## src/pulse_actuator_sequencer_macros.svh

```systemverilog
// ----------------------------------------------------------------------------
// pulse_actuator_sequencer_macros.svh
// Assertion macros for the pulse actuator sequencer.
// ----------------------------------------------------------------------------
`ifndef PULSE_ACTUATOR_SEQUENCER_MACROS_SVH
`define PULSE_ACTUATOR_SEQUENCER_MACROS_SVH

`ifndef SYNTH
`define PAS_ASSERT(lbl, clk, rst_n, prop, msg) \
	lbl: assert property (@(posedge clk) disable iff (!rst_n) (prop)) else $error(msg);
`define PAS_ASSERT_NEVER(lbl, clk, rst_n, expr, msg) \
	lbl: assert property (@(posedge clk) disable iff (!rst_n) !(expr)) else $error(msg);
`else
`define PAS_ASSERT(lbl, clk, rst_n, prop, msg)
`define PAS_ASSERT_NEVER(lbl, clk, rst_n, expr, msg)
`endif

`endif

```

## src/pas_pkg.sv

```systemverilog
// ----------------------------------------------------------------------------
// pas_pkg
// Types, codes and constants shared by the pulse actuator sequencer.
// ----------------------------------------------------------------------------
package pas_pkg;

	localparam int TIME_WIDTH = 16;
	localparam int CFG_W      = 16;
	localparam int VEL_W      = 7;
	localparam int PROD_W     = CFG_W + VEL_W;
	localparam int IDX_W      = 8;
	localparam int CMP_W      = (TIME_WIDTH > CFG_W) ? TIME_WIDTH : CFG_W;
	localparam int VEL_FULL   = 127;

	localparam logic [TIME_WIDTH-1:0] TIME_MAX = {TIME_WIDTH{1'b1}};

	// configuration register indexes
	localparam logic [IDX_W-1:0] REG_DOWN_TIME   = IDX_W'(0);
	localparam logic [IDX_W-1:0] REG_UP_TIME     = IDX_W'(1);
	localparam logic [IDX_W-1:0] REG_MIN_UP_TIME = IDX_W'(2);
	localparam logic [IDX_W-1:0] REG_PWM_MAX     = IDX_W'(3);

	localparam logic [CFG_W-1:0] RST_DOWN_TIME   = CFG_W'(50);
	localparam logic [CFG_W-1:0] RST_UP_TIME     = CFG_W'(100);
	localparam logic [CFG_W-1:0] RST_MIN_UP_TIME = CFG_W'(30);
	localparam logic [CFG_W-1:0] RST_PWM_MAX     = CFG_W'(1000);

	typedef enum logic [1:0] {
		PH_IDLE = 2'd0,
		PH_DOWN = 2'd1,
		PH_UP   = 2'd2
	} phase_t;

	typedef enum logic [1:0] {
		CMD_TICK  = 2'd0,
		CMD_VEL   = 2'd1,
		CMD_FAULT = 2'd2,
		CMD_INIT  = 2'd3
	} cmd_t;

	// floor(p / 127) for a velocity * pwm_max product, without a divider
	function automatic logic [CFG_W-1:0] div_full_scale(input logic [PROD_W-1:0] p);
		logic [CFG_W:0]    q_est;
		logic [PROD_W:0]   rem_w;
		logic [9:0]        rem;
		logic [2:0]        corr;
		q_est = CFG_W'(p >> VEL_W) + (CFG_W+1)'(p >> (2*VEL_W))
			+ (CFG_W+1)'(p >> (3*VEL_W));
		rem_w = (PROD_W+1)'(p) - (((PROD_W+1)'(q_est) << VEL_W) - (PROD_W+1)'(q_est));
		rem   = rem_w[9:0];
		corr  = 3'((rem >= 10'(VEL_FULL)) ? 1 : 0) + 3'((rem >= 10'(2*VEL_FULL)) ? 1 : 0)
			+ 3'((rem >= 10'(3*VEL_FULL)) ? 1 : 0) + 3'((rem >= 10'(4*VEL_FULL)) ? 1 : 0);
		return q_est[CFG_W-1:0] + CFG_W'(corr);
	endfunction

endpackage

```

## src/pulse_actuator_sequencer.sv

```systemverilog
// ----------------------------------------------------------------------------
// pulse_actuator_sequencer
// One actuator channel: direction pin and PWM duty stepped through idle,
// down and up by tick, velocity, fault and init words.
// ----------------------------------------------------------------------------
// Usage:
//   s_axis carries command words: tuser holds the command (tick, set
//   velocity and arm, set fault, init), tdata the velocity and fault flag.
//   m_axis returns one status word per command word, showing the channel
//   state after that word was applied.
//   cfg writes down_time, up_time, min_up_time and pwm_max by index; it is
//   always ready, and writes belong in idle periods only.
// Pipeline and throughput:
//   A word is registered on acceptance (together with velocity * pwm_max),
//   then applied to the channel state, whose registers are the status word:
//   m_axis_tvalid rises when the state registers take the word, one word per
//   cycle sustained while m_axis is not stalled. The state step and the
//   divide by 127 are combinational between the input and state registers.
// Reset and stalls:
//   Reset clears the channel to idle with zero outputs and loads the default
//   timings. While m_axis is stalled the status word holds, one more word
//   waits in the input register and s_axis_tready drops.
// ----------------------------------------------------------------------------
`include "pulse_actuator_sequencer_macros.svh"

module pulse_actuator_sequencer
	import pas_pkg::*;
(
	input  logic              clk,
	input  logic              arst_n,
	input  logic              s_axis_tvalid,
	output logic              s_axis_tready,
	input  logic [7:0]        s_axis_tdata,   // [6:0] velocity, [7] fault_flag
	input  logic [1:0]        s_axis_tuser,   // [1:0] cmd
	output logic              m_axis_tvalid,
	input  logic              m_axis_tready,
	// [0] drive_direction, [16:1] pwm_duty, [18:17] phase, [19] fault_active,
	// [20] armed, [23:21] zero
	output logic [23:0]       m_axis_tdata,
	input  logic              cfg_valid,
	output logic              cfg_ready,
	input  logic [IDX_W-1:0]  cfg_index,
	input  logic [CFG_W-1:0]  cfg_data
);

	// configuration
	logic [CFG_W-1:0] down_time_q, up_time_q, min_up_time_q, pwm_max_q;

	// input register
	logic              valid_s1;
	cmd_t              cmd_s1;
	logic [PROD_W-1:0] prod_s1;
	logic              fault_flag_s1;

	// channel state, which is also the status word
	logic                  out_valid_q;
	phase_t                phase_q, phase_d;
	logic                  armed_q, armed_d;
	logic                  fault_q, fault_d;
	logic [CFG_W-1:0]      scaled_q, scaled_d;
	logic [TIME_WIDTH-1:0] elapsed_q, elapsed_d, elapsed_inc;
	logic                  dir_q, dir_d;
	logic [CFG_W-1:0]      duty_q, duty_d;

	logic advance, proc;

	assign cfg_ready     = 1'b1;
	assign advance       = !out_valid_q || m_axis_tready;
	assign s_axis_tready = !valid_s1 || advance;
	assign proc          = valid_s1 && advance;

	always_ff @(posedge clk or negedge arst_n) begin
		if (!arst_n) begin
			down_time_q   <= RST_DOWN_TIME;
			up_time_q     <= RST_UP_TIME;
			min_up_time_q <= RST_MIN_UP_TIME;
			pwm_max_q     <= RST_PWM_MAX;
		end else if (cfg_valid && cfg_ready) begin
			unique case (cfg_index)
				REG_DOWN_TIME:   down_time_q   <= cfg_data;
				REG_UP_TIME:     up_time_q     <= cfg_data;
				REG_MIN_UP_TIME: min_up_time_q <= cfg_data;
				REG_PWM_MAX:     pwm_max_q     <= cfg_data;
				default: ;
			endcase
		end
	end

	always_ff @(posedge clk or negedge arst_n) begin
		if (!arst_n) begin
			valid_s1 <= 1'b0;
		end else if (s_axis_tready) begin
			valid_s1 <= s_axis_tvalid;
		end
	end

	// payload of the input register; product formed ahead of the register
	always_ff @(posedge clk) begin
		if (s_axis_tvalid && s_axis_tready) begin
			cmd_s1        <= cmd_t'(s_axis_tuser);
			prod_s1       <= PROD_W'(s_axis_tdata[VEL_W-1:0]) * PROD_W'(pwm_max_q);
			fault_flag_s1 <= s_axis_tdata[VEL_W];
		end
	end

	assign elapsed_inc = (elapsed_q == TIME_MAX) ? elapsed_q : elapsed_q + 1'b1;

	always_comb begin
		phase_d   = phase_q;
		armed_d   = armed_q;
		fault_d   = fault_q;
		scaled_d  = scaled_q;
		elapsed_d = elapsed_q;
		dir_d     = dir_q;
		duty_d    = duty_q;
		unique case (cmd_s1)
			CMD_TICK: begin
				elapsed_d = elapsed_inc;
				unique case (phase_q)
					PH_IDLE: begin
						if (!fault_q && armed_q) begin
							phase_d = PH_DOWN;
						end
					end
					PH_DOWN: begin
						armed_d = 1'b0;
						if (CMP_W'(elapsed_inc) > CMP_W'(down_time_q)) begin
							phase_d   = PH_UP;
							dir_d     = 1'b0;
							duty_d    = scaled_q;
							elapsed_d = '0;
						end
					end
					PH_UP: begin
						if (CMP_W'(elapsed_inc) >
							CMP_W'(armed_q ? min_up_time_q : up_time_q)) begin
							// leave up: strike again if re-armed, else rest
							phase_d   = armed_q ? PH_DOWN : PH_IDLE;
							dir_d     = armed_q;
							duty_d    = '0;
							elapsed_d = '0;
						end
					end
					default: ;
				endcase
			end
			CMD_VEL: begin
				scaled_d = div_full_scale(prod_s1);
				armed_d  = 1'b1;
			end
			CMD_FAULT: begin
				fault_d = fault_flag_s1;
				if (fault_flag_s1) begin
					dir_d  = 1'b0;
					duty_d = '0;
				end
			end
			CMD_INIT: begin
				phase_d = PH_UP;
				dir_d   = 1'b0;
				duty_d  = scaled_q;
			end
			default: ;
		endcase
	end

	always_ff @(posedge clk or negedge arst_n) begin
		if (!arst_n) begin
			out_valid_q <= 1'b0;
			phase_q     <= PH_IDLE;
			armed_q     <= 1'b0;
			fault_q     <= 1'b0;
			scaled_q    <= '0;
			elapsed_q   <= '0;
			dir_q       <= 1'b0;
			duty_q      <= '0;
		end else if (advance) begin
			out_valid_q <= valid_s1;
			if (valid_s1) begin
				phase_q   <= phase_d;
				armed_q   <= armed_d;
				fault_q   <= fault_d;
				scaled_q  <= scaled_d;
				elapsed_q <= elapsed_d;
				dir_q     <= dir_d;
				duty_q    <= duty_d;
			end
		end
	end

	assign m_axis_tvalid = out_valid_q;
	assign m_axis_tdata  = {3'b000, armed_q, fault_q, phase_q, duty_q, dir_q};

	`PAS_ASSERT(a_dir_only_down, clk, arst_n, dir_q |-> (phase_q == PH_DOWN), "direction set outside down")
	`PAS_ASSERT(a_dir_no_duty, clk, arst_n, dir_q |-> (duty_q == '0), "duty driven while pin is down")
	`PAS_ASSERT(a_stall_only, clk, arst_n, !s_axis_tready |-> (m_axis_tvalid && !m_axis_tready), "input held without a stall")
	`PAS_ASSERT(a_down_disarms, clk, arst_n, (proc && cmd_s1 == CMD_TICK && phase_q == PH_DOWN) |=> !armed_q, "tick in down left channel armed")

endmodule

```

## config.mk

```make
export PLATFORM = sky130hd
export DESIGN_NAME = pulse_actuator_sequencer
export DESIGN_NICKNAME = d
export VERILOG_FILES = /design/src/pas_pkg.sv /design/src/pulse_actuator_sequencer.sv
export VERILOG_INCLUDE_DIRS = /design/src /design/src/src
export SDC_FILE = /design/constraint.sdc
export NUM_CORES = 1
export LEC_CHECK = 0
export ABC_CLOCK_PERIOD_IN_PS = 12690
export BUFFER_PORTS_ARGS = -buffer_cell sky130_fd_sc_hd__buf_2
export CORE_UTILIZATION = 30
export CTS_BUF_LIST = sky130_fd_sc_hd__clkbuf_2 sky130_fd_sc_hd__clkbuf_4 sky130_fd_sc_hd__clkbuf_8
export CTS_CLUSTER_SIZE = 28
export DETAILED_ROUTE_END_ITERATION = 10
export PLACE_DENSITY_LB_ADDON = 0.15
export RECOVER_POWER = 50
export SYNTH_ARGS = -nofsm -noshare
export SYNTH_HDL_FRONTEND = slang
export SYNTH_SLANG_ARGS = --single-unit
```

## constraint.sdc

```tcl
create_clock -name clk -period 12.69 [get_ports clk]
set_clock_uncertainty 0.2 [all_clocks]
set_input_delay 1.269 -clock clk [delete_from_list [all_inputs] [get_ports clk]]
set_output_delay 1.269 -clock clk [all_outputs]
set_load 0.005 [all_outputs]
```

* After elaboration in Yosys (flattened, before gate mapping)
Index checks and enable logic that the tools add are counted.
** Storage, ports and cells
- Register bits after elaboration :: 145
- Input port bits :: 39
- Word-level logic and storage cells :: 98
** Operators by class
- Reduce and logical (&&, ||, !) cells :: 23
- Mux-type cells :: 27
- Equal/unequal tests :: 16
- $lt $le $gt $ge :: 6
- $add $sub $neg :: 9
- Multiply operators :: 1
** Operator list (number)
- $mux 16 :: 7
- $pmux 16 s2 :: 2
- $pmux 16 s3 :: 1
- $gt 16x16->1 :: 2
- $mul 7x16->23 :: 1
- $ge 10x9->1 const B :: 2
- $sub 10x10->10 :: 2
- $add 16x1->16 const B :: 1
- $add 16x2->16 :: 1
- $add 16x3->16 :: 1
- $add 16x9->16 :: 1
- $eq 16x16->1 const B :: 1
- $eq 8x2->1 const B :: 2
- $reduce_and 7->1 :: 2
- $ge 10x7->1 const B :: 1
- $ge 10x8->1 const B :: 1
- $mux 1 :: 9
- $ne 3x3->1 const B :: 3
- $reduce_and 3->1 :: 3
- $eq 8x1->1 const B :: 1
- $logic_not 8->1 :: 1
- $reduce_and 2->1 :: 4
- $eq 2x2->1 const B :: 3
- $mux 2 :: 3
- 19 further kinds :: 27

* Depth between registers and ports, before layout
- Depth in word-level cells :: 10
- Depth in mapped cells :: 29
- Mapped depth without buffers :: 29

* Worst setup path after synthesis
Ideal clock, no wire load.
- Path kind :: register to register
- Start point :: reg prod_s1[8]
- End point :: reg scaled_q[13]
- Data arrival time :: 6.823 ns
- Required time :: 12.366 ns
- Path buffers :: 0
- Setup slack :: 5.543 ns
- Stages on the path, launching flop included :: 30
- Path through :: edfxtp_1 -> inv_1 -> fa_1 -> inv_1 -> ha_1 -> fa_1 -> a21o_1 -> a211oi_1 -> or2_2 -> ha_1 -> inv_1 -> ha_1 -> and2_1 -> a311o_1 -> xnor2_1 -> nor4_1 -> and3_1 -> nor4_1 -> fa_1 -> inv_1 -> ha_1 -> ha_1 -> ha_1 -> a21o_1 -> a21oi_1 -> or2_2 -> nor3_4 -> a31oi_1 -> o21a_1 -> o31a_1
** Between the ends
- Word-level cells in the longest chain between the ends :: 10
- Elaborated cells on any way between the ends :: 16
- Those cells by class :: add/sub (8); order compare (4); mux (4)
** RTL lines
- from (decl) :: line pulse_actuator_sequencer.sv:52 : logic [PROD_W-1:0] prod_s1;
- from (signal assigned) :: line pulse_actuator_sequencer.sv:101 : prod_s1 <= PROD_W'(s_axis_tdata[VEL_W-1:0]) * PROD_W'(pwm_max_q);
- $add 16x9->16 :: line pas_pkg.sv:47 : q_est = CFG_W'(p >> VEL_W) + (CFG_W+1)'(p >> (2*VEL_W))
- $add 16x2->16 :: line pas_pkg.sv:48 : + (CFG_W+1)'(p >> (3*VEL_W));
- $sub 10x10->10 (2 in series) :: line pas_pkg.sv:49 : rem_w = (PROD_W+1)'(p) - (((PROD_W+1)'(q_est) << VEL_W) - (PROD_W+1)'(q_est));
- $ge 10x7->1 or $ge 10x8->1 (tied branches) :: line pas_pkg.sv:51 : corr = 3'((rem >= 10'(VEL_FULL)) ? 1 : 0) + 3'((rem >= 10'(2*VEL_FULL)) ? 1 : 0)
- $mux 1 :: line pas_pkg.sv:51
- $add 1x1->2 :: line pas_pkg.sv:51
- $add 2x1->3 :: line pas_pkg.sv:52 : + 3'((rem >= 10'(3*VEL_FULL)) ? 1 : 0) + 3'((rem >= 10'(4*VEL_FULL)) ? 1 : 0);
- $add 3x2->3 :: line pas_pkg.sv:52
- $add 16x3->16 (*) :: line pas_pkg.sv:53 : return q_est[CFG_W-1:0] + CFG_W'(corr);
- to (signal assigned) :: line pulse_actuator_sequencer.sv:183 : scaled_q <= scaled_d;
- to (decl) :: line pulse_actuator_sequencer.sv:60 : logic [CFG_W-1:0] scaled_q, scaled_d;
Every way passes the cells marked *; elsewhere a longest branch is shown, timed or not.
A chain may end at the register's enable or synchronous reset.

* Worst setup path in the final report
Ends and elaborated chain as after synthesis.

==> metrics.md <==
| Metric | Value |
|---|---|
| Finished Core Util | `33.51%` |
| # DRC | `0` |
| Final Wtd Congestion | `0.8528` |
| Seq/Total Area, Yosys | `31.28%` |
| Largest net degree at the start of global routing | `73` |
| Wire per inst | `roughly 16 um` |
| FF+latch count, synth | `around 150` |
| Setup TNS | `0 ns` |
| Crit path kind | `flip-flop to flip-flop` |
| First-pass DRT Iterations | `4` |
| Warning count from the yosys run | `0` |
| Syn-to-layout area delta | `10.21%` |
| # H-tree levels | `4` |
| Crit path DAT | `7.94 ns` |
| Die W | `around 200 um` |
| Status | `finished with violations` |
| Synth top area cells | `dfrtp_1 21%, fa_1 12%, ha_1 12%` |
| Clk_lat worst skew | `0.46 ns` |
| CTS sink count | `145` |
| Synth Area in Compound Gates | `about a tenth` |
| Cts repair resizes | `0` |
| First-pass GRT wire length | `approximately 47 mm` |
| WHS | `around 0.29 ns` |
| Slowest-stage cell, CP | `fa_1` |
| Unrepaired setup endpoints after global routing | `false` |
| Xor-xnor portion of the synthesized cell area | `4.392%` |
| Routed Antenna Nets | `0` |
| Critical path fanouts, max | `5` |
| Post-synthesis mux area share | `under 10%` |
| Fillers | `4173` |
| Area of the die | `41070 sq um` |
| Max Clk Rate | `~130 MHz` |
| DP Worst Slack | `slightly below 5 ns` |
| CTS buffer count | `17` |
| Final slew viol count | `149` |
| Synth cell types | `82` |
| TritonCTS clock tree | `yes` |
| Final setup viols | `0` |
| IO Pins | `66` |
| Tightest Hold Check Type | `flip-flop to flip-flop` |
| Cell taking the most area after synthesis | `dfrtp_1` |
| Failing checks | `max-capacitance violations, max-slew violations` |
| Via count | `~8500` |
| DRT Wirelength | `28.73 mm` |
| Reg clk slew, reported paths | `roughly 0.09 ns` |
| CTS Root Cell | `clkbuf_8` |
| Nets | `1510` |
| Commonest register cell after synthesis | `dfrtp_1` |
| Post-synth EDFFs | `26` |
| Fin crit share | `61.51%` |
| LEAKAGE | `around 6.7 nW` |
| Total of max-cap violations | `3` |
| Crit path top cell by count | `ha_1` |
| Placed insts | `roughly 1800` |
| Post-Syn Area | `~12000 sq um` |
| Adder-cell area share of the yosys netlist | `about a quarter` |
| Die H | `a little over 200 um` |
| Vias per std cell | `about 4.7` |
| Simple-gate share of the synthesized area | `roughly 16%` |
| Setup Buffers After CTS | `0` |
| Ys async rst share | `about 82%` |
| Startpoint Class | `flip-flop` |
| Cts hold-fix bufs | `0` |
| Share of cells above drive strength 1 | `roughly 15%` |
| Max transition margin | `-179.0%` |
| Setup ws final | `4.884 ns` |
| CP Data Required Time | `between 10 and 15 ns` |
| Post-DP HPWL | `approximately 23 mm` |
| Largest family of logic cells by synthesized area | `adder cells` |
| Crit path time final | `7.806 ns` |
| Element type at the critical path end | `flip-flop` |
| Initial antenna violation count | `2` |
| Tightest Pin Transition | `between 4 and 5 ns` |
| Initial core utilization | `between 30% and 40%` |
| VDD IR max | `between 0.15 and 0.2 mV` |
| Row count | `73` |
| Largest stage delay, worst path | `roughly 0.55 ns` |
| Cells after Synth | `~1200` |
| IO Port Bufs | `a little over 60` |
| Core area | `between 30000 and 40000 sq um` |
| Grt ovf | `0` |
| Avg Inst Size Synth | `between 9 and 10 sq um` |
| DRT iter0 DRCs | `around 300` |
| Fin cells | `~1800` |
| Total Routing Usage GR | `between 10% and 20%` |
| Vias in the first global route | `between 8000 and 9000` |
| Power Density | `185.7 nW/um^2` |
| Yosys top cell area share | `21.34%` |
| Final hold vios | `0` |
| Clk buf depth | `2` |
## critical path: cells and delay by family (launching register included)
kind	cells	cell delay [ns]
compound gates	8	1.84
buf+inv	4	0.22
xor+xnor	1	0.13
flops	1	0.38
simple gates	7	1.83
fa+ha+maj	9	3.06
## metrics by stage
| stage | cell area, sq um | total power [mW] |
|---|---|---|
| 2_1_floorplan | 12090 | 1.623 |
| 3_3_place_gp | 12910 | 2.068 |
| 3_5_place_dp | 12910 | 2.108 |
| 4_1_cts | 13330 | 2.529 |
| 5_1_grt | 13310 | 2.700 |
| 6_report | 13310 | 2.472 |
## power by group
| group | internal, mW | switching, mW | total [mW] |
|---|---|---|---|
| Clock | 0.214 | 0.192 | 0.406 |
| Combinational | 0.594 | 0.849 | 1.44 |
| Sequential | 0.562 | 0.0613 | 0.623 |
## registers in the layout (all words and copies together), names as in the netlist, 2 cells and up
| register | cells |
|---|---|
| elapsed_q | 16 |
| scaled_q | 16 |
| down_time_q | 16 |
| prod_s1 | 23 |
| pwm_max_q | 16 |
| duty_q | 16 |
| phase_q | 2 |
| min_up_time_q | 16 |
| cmd_s1 | 2 |
| up_time_q | 16 |
## synth_stat cells, types with 5 or more instances
cell type and number:
nand2_1 177, inv_1 153, ha_1 118, dfrtp_1 103, fa_1 75, mux2_2 56
o21ai_0 48, a21oi_1 44, nor2_1 37, xnor2_1 37, and2_1 36, mux2i_1 32
edfxtp_1 26, nand3_1 22, a21o_1 20, clkbuf_1 18, xor2_1 18, dfstp_2 16
nand4_1 16, nor3_1 14, nand2b_1 13, nor2b_1 12, buf_4 10, o21a_1 9
and3_1 7, o21bai_1 7, a31oi_1 5, o21ai_1 5, or2_2 5
## layout by cell type (no fill, tap or decap), types with 32 or more instances in the layout
| cell type | instances |
|---|---|
| a21oi_1 | 44 |
| and2_1 | 34 |
| buf_2 | 50 |
| dfrtp_1 | 103 |
| fa_1 | 75 |
| ha_1 | 118 |
| inv_1 | 153 |
| mux2_2 | 56 |
| mux2i_1 | 32 |
| nand2_1 | 177 |
| nor2_1 | 37 |
| o21ai_0 | 48 |
| xnor2_1 | 37 |
## worst paths after layout
kind / startpoint / to / slack [ns] / cells after the start
max in group asynchronous: arst_n / armed_q / 6.30 / 2
min: scaled_q[3] / scaled_q[3] / 0.29 / 2
max reg2reg: prod_s1[8] / scaled_q[13] / 4.88 / 29
min reg2reg: scaled_q[3] / scaled_q[3] / 0.29 / 2
max: prod_s1[8] / scaled_q[13] / 4.88 / 29
min in group asynchronous: arst_n / fault_q / 2.08 / 1
## cell type report
type / instances / area (sq um) / area share [%]
antenna: 1 / 2.502 / 0.01880
clock buffer: 22 / 290.3 / 2.180
clock inverter: 10 / 135.1 / 1.015
inverter: 153 / 574.3 / 4.314
multi-input combinational: 895 / 7553 / 56.74
sequential: 145 / 3779 / 28.38
tap: 525 / 656.9 / 4.934
timing repair buffer: 66 / 321.6 / 2.415
## routing by layer
metal,GRT usage (%),up-vias,share of wire [%]
met4,3.974,2,1.4
met1,20.71,4169,51
met3,2.456,20,2.4
met5,0,-,0.038
met2,23.26,87,45
li1,-,4211,-
## kinds of logic (layout without fill, tap and decap cells)
family	count (synthesis)	in the layout
AO/OA/AOI/OAI	175	175
XOR/XNOR	58	58
adder cells (fa/ha/maj)	193	193
buffers and inverters	189	251
flip-flops	145	145
multiplexers	89	89
other	2	5
AND/OR/NAND/NOR	376	376
(Power assumes the default switching activity.)
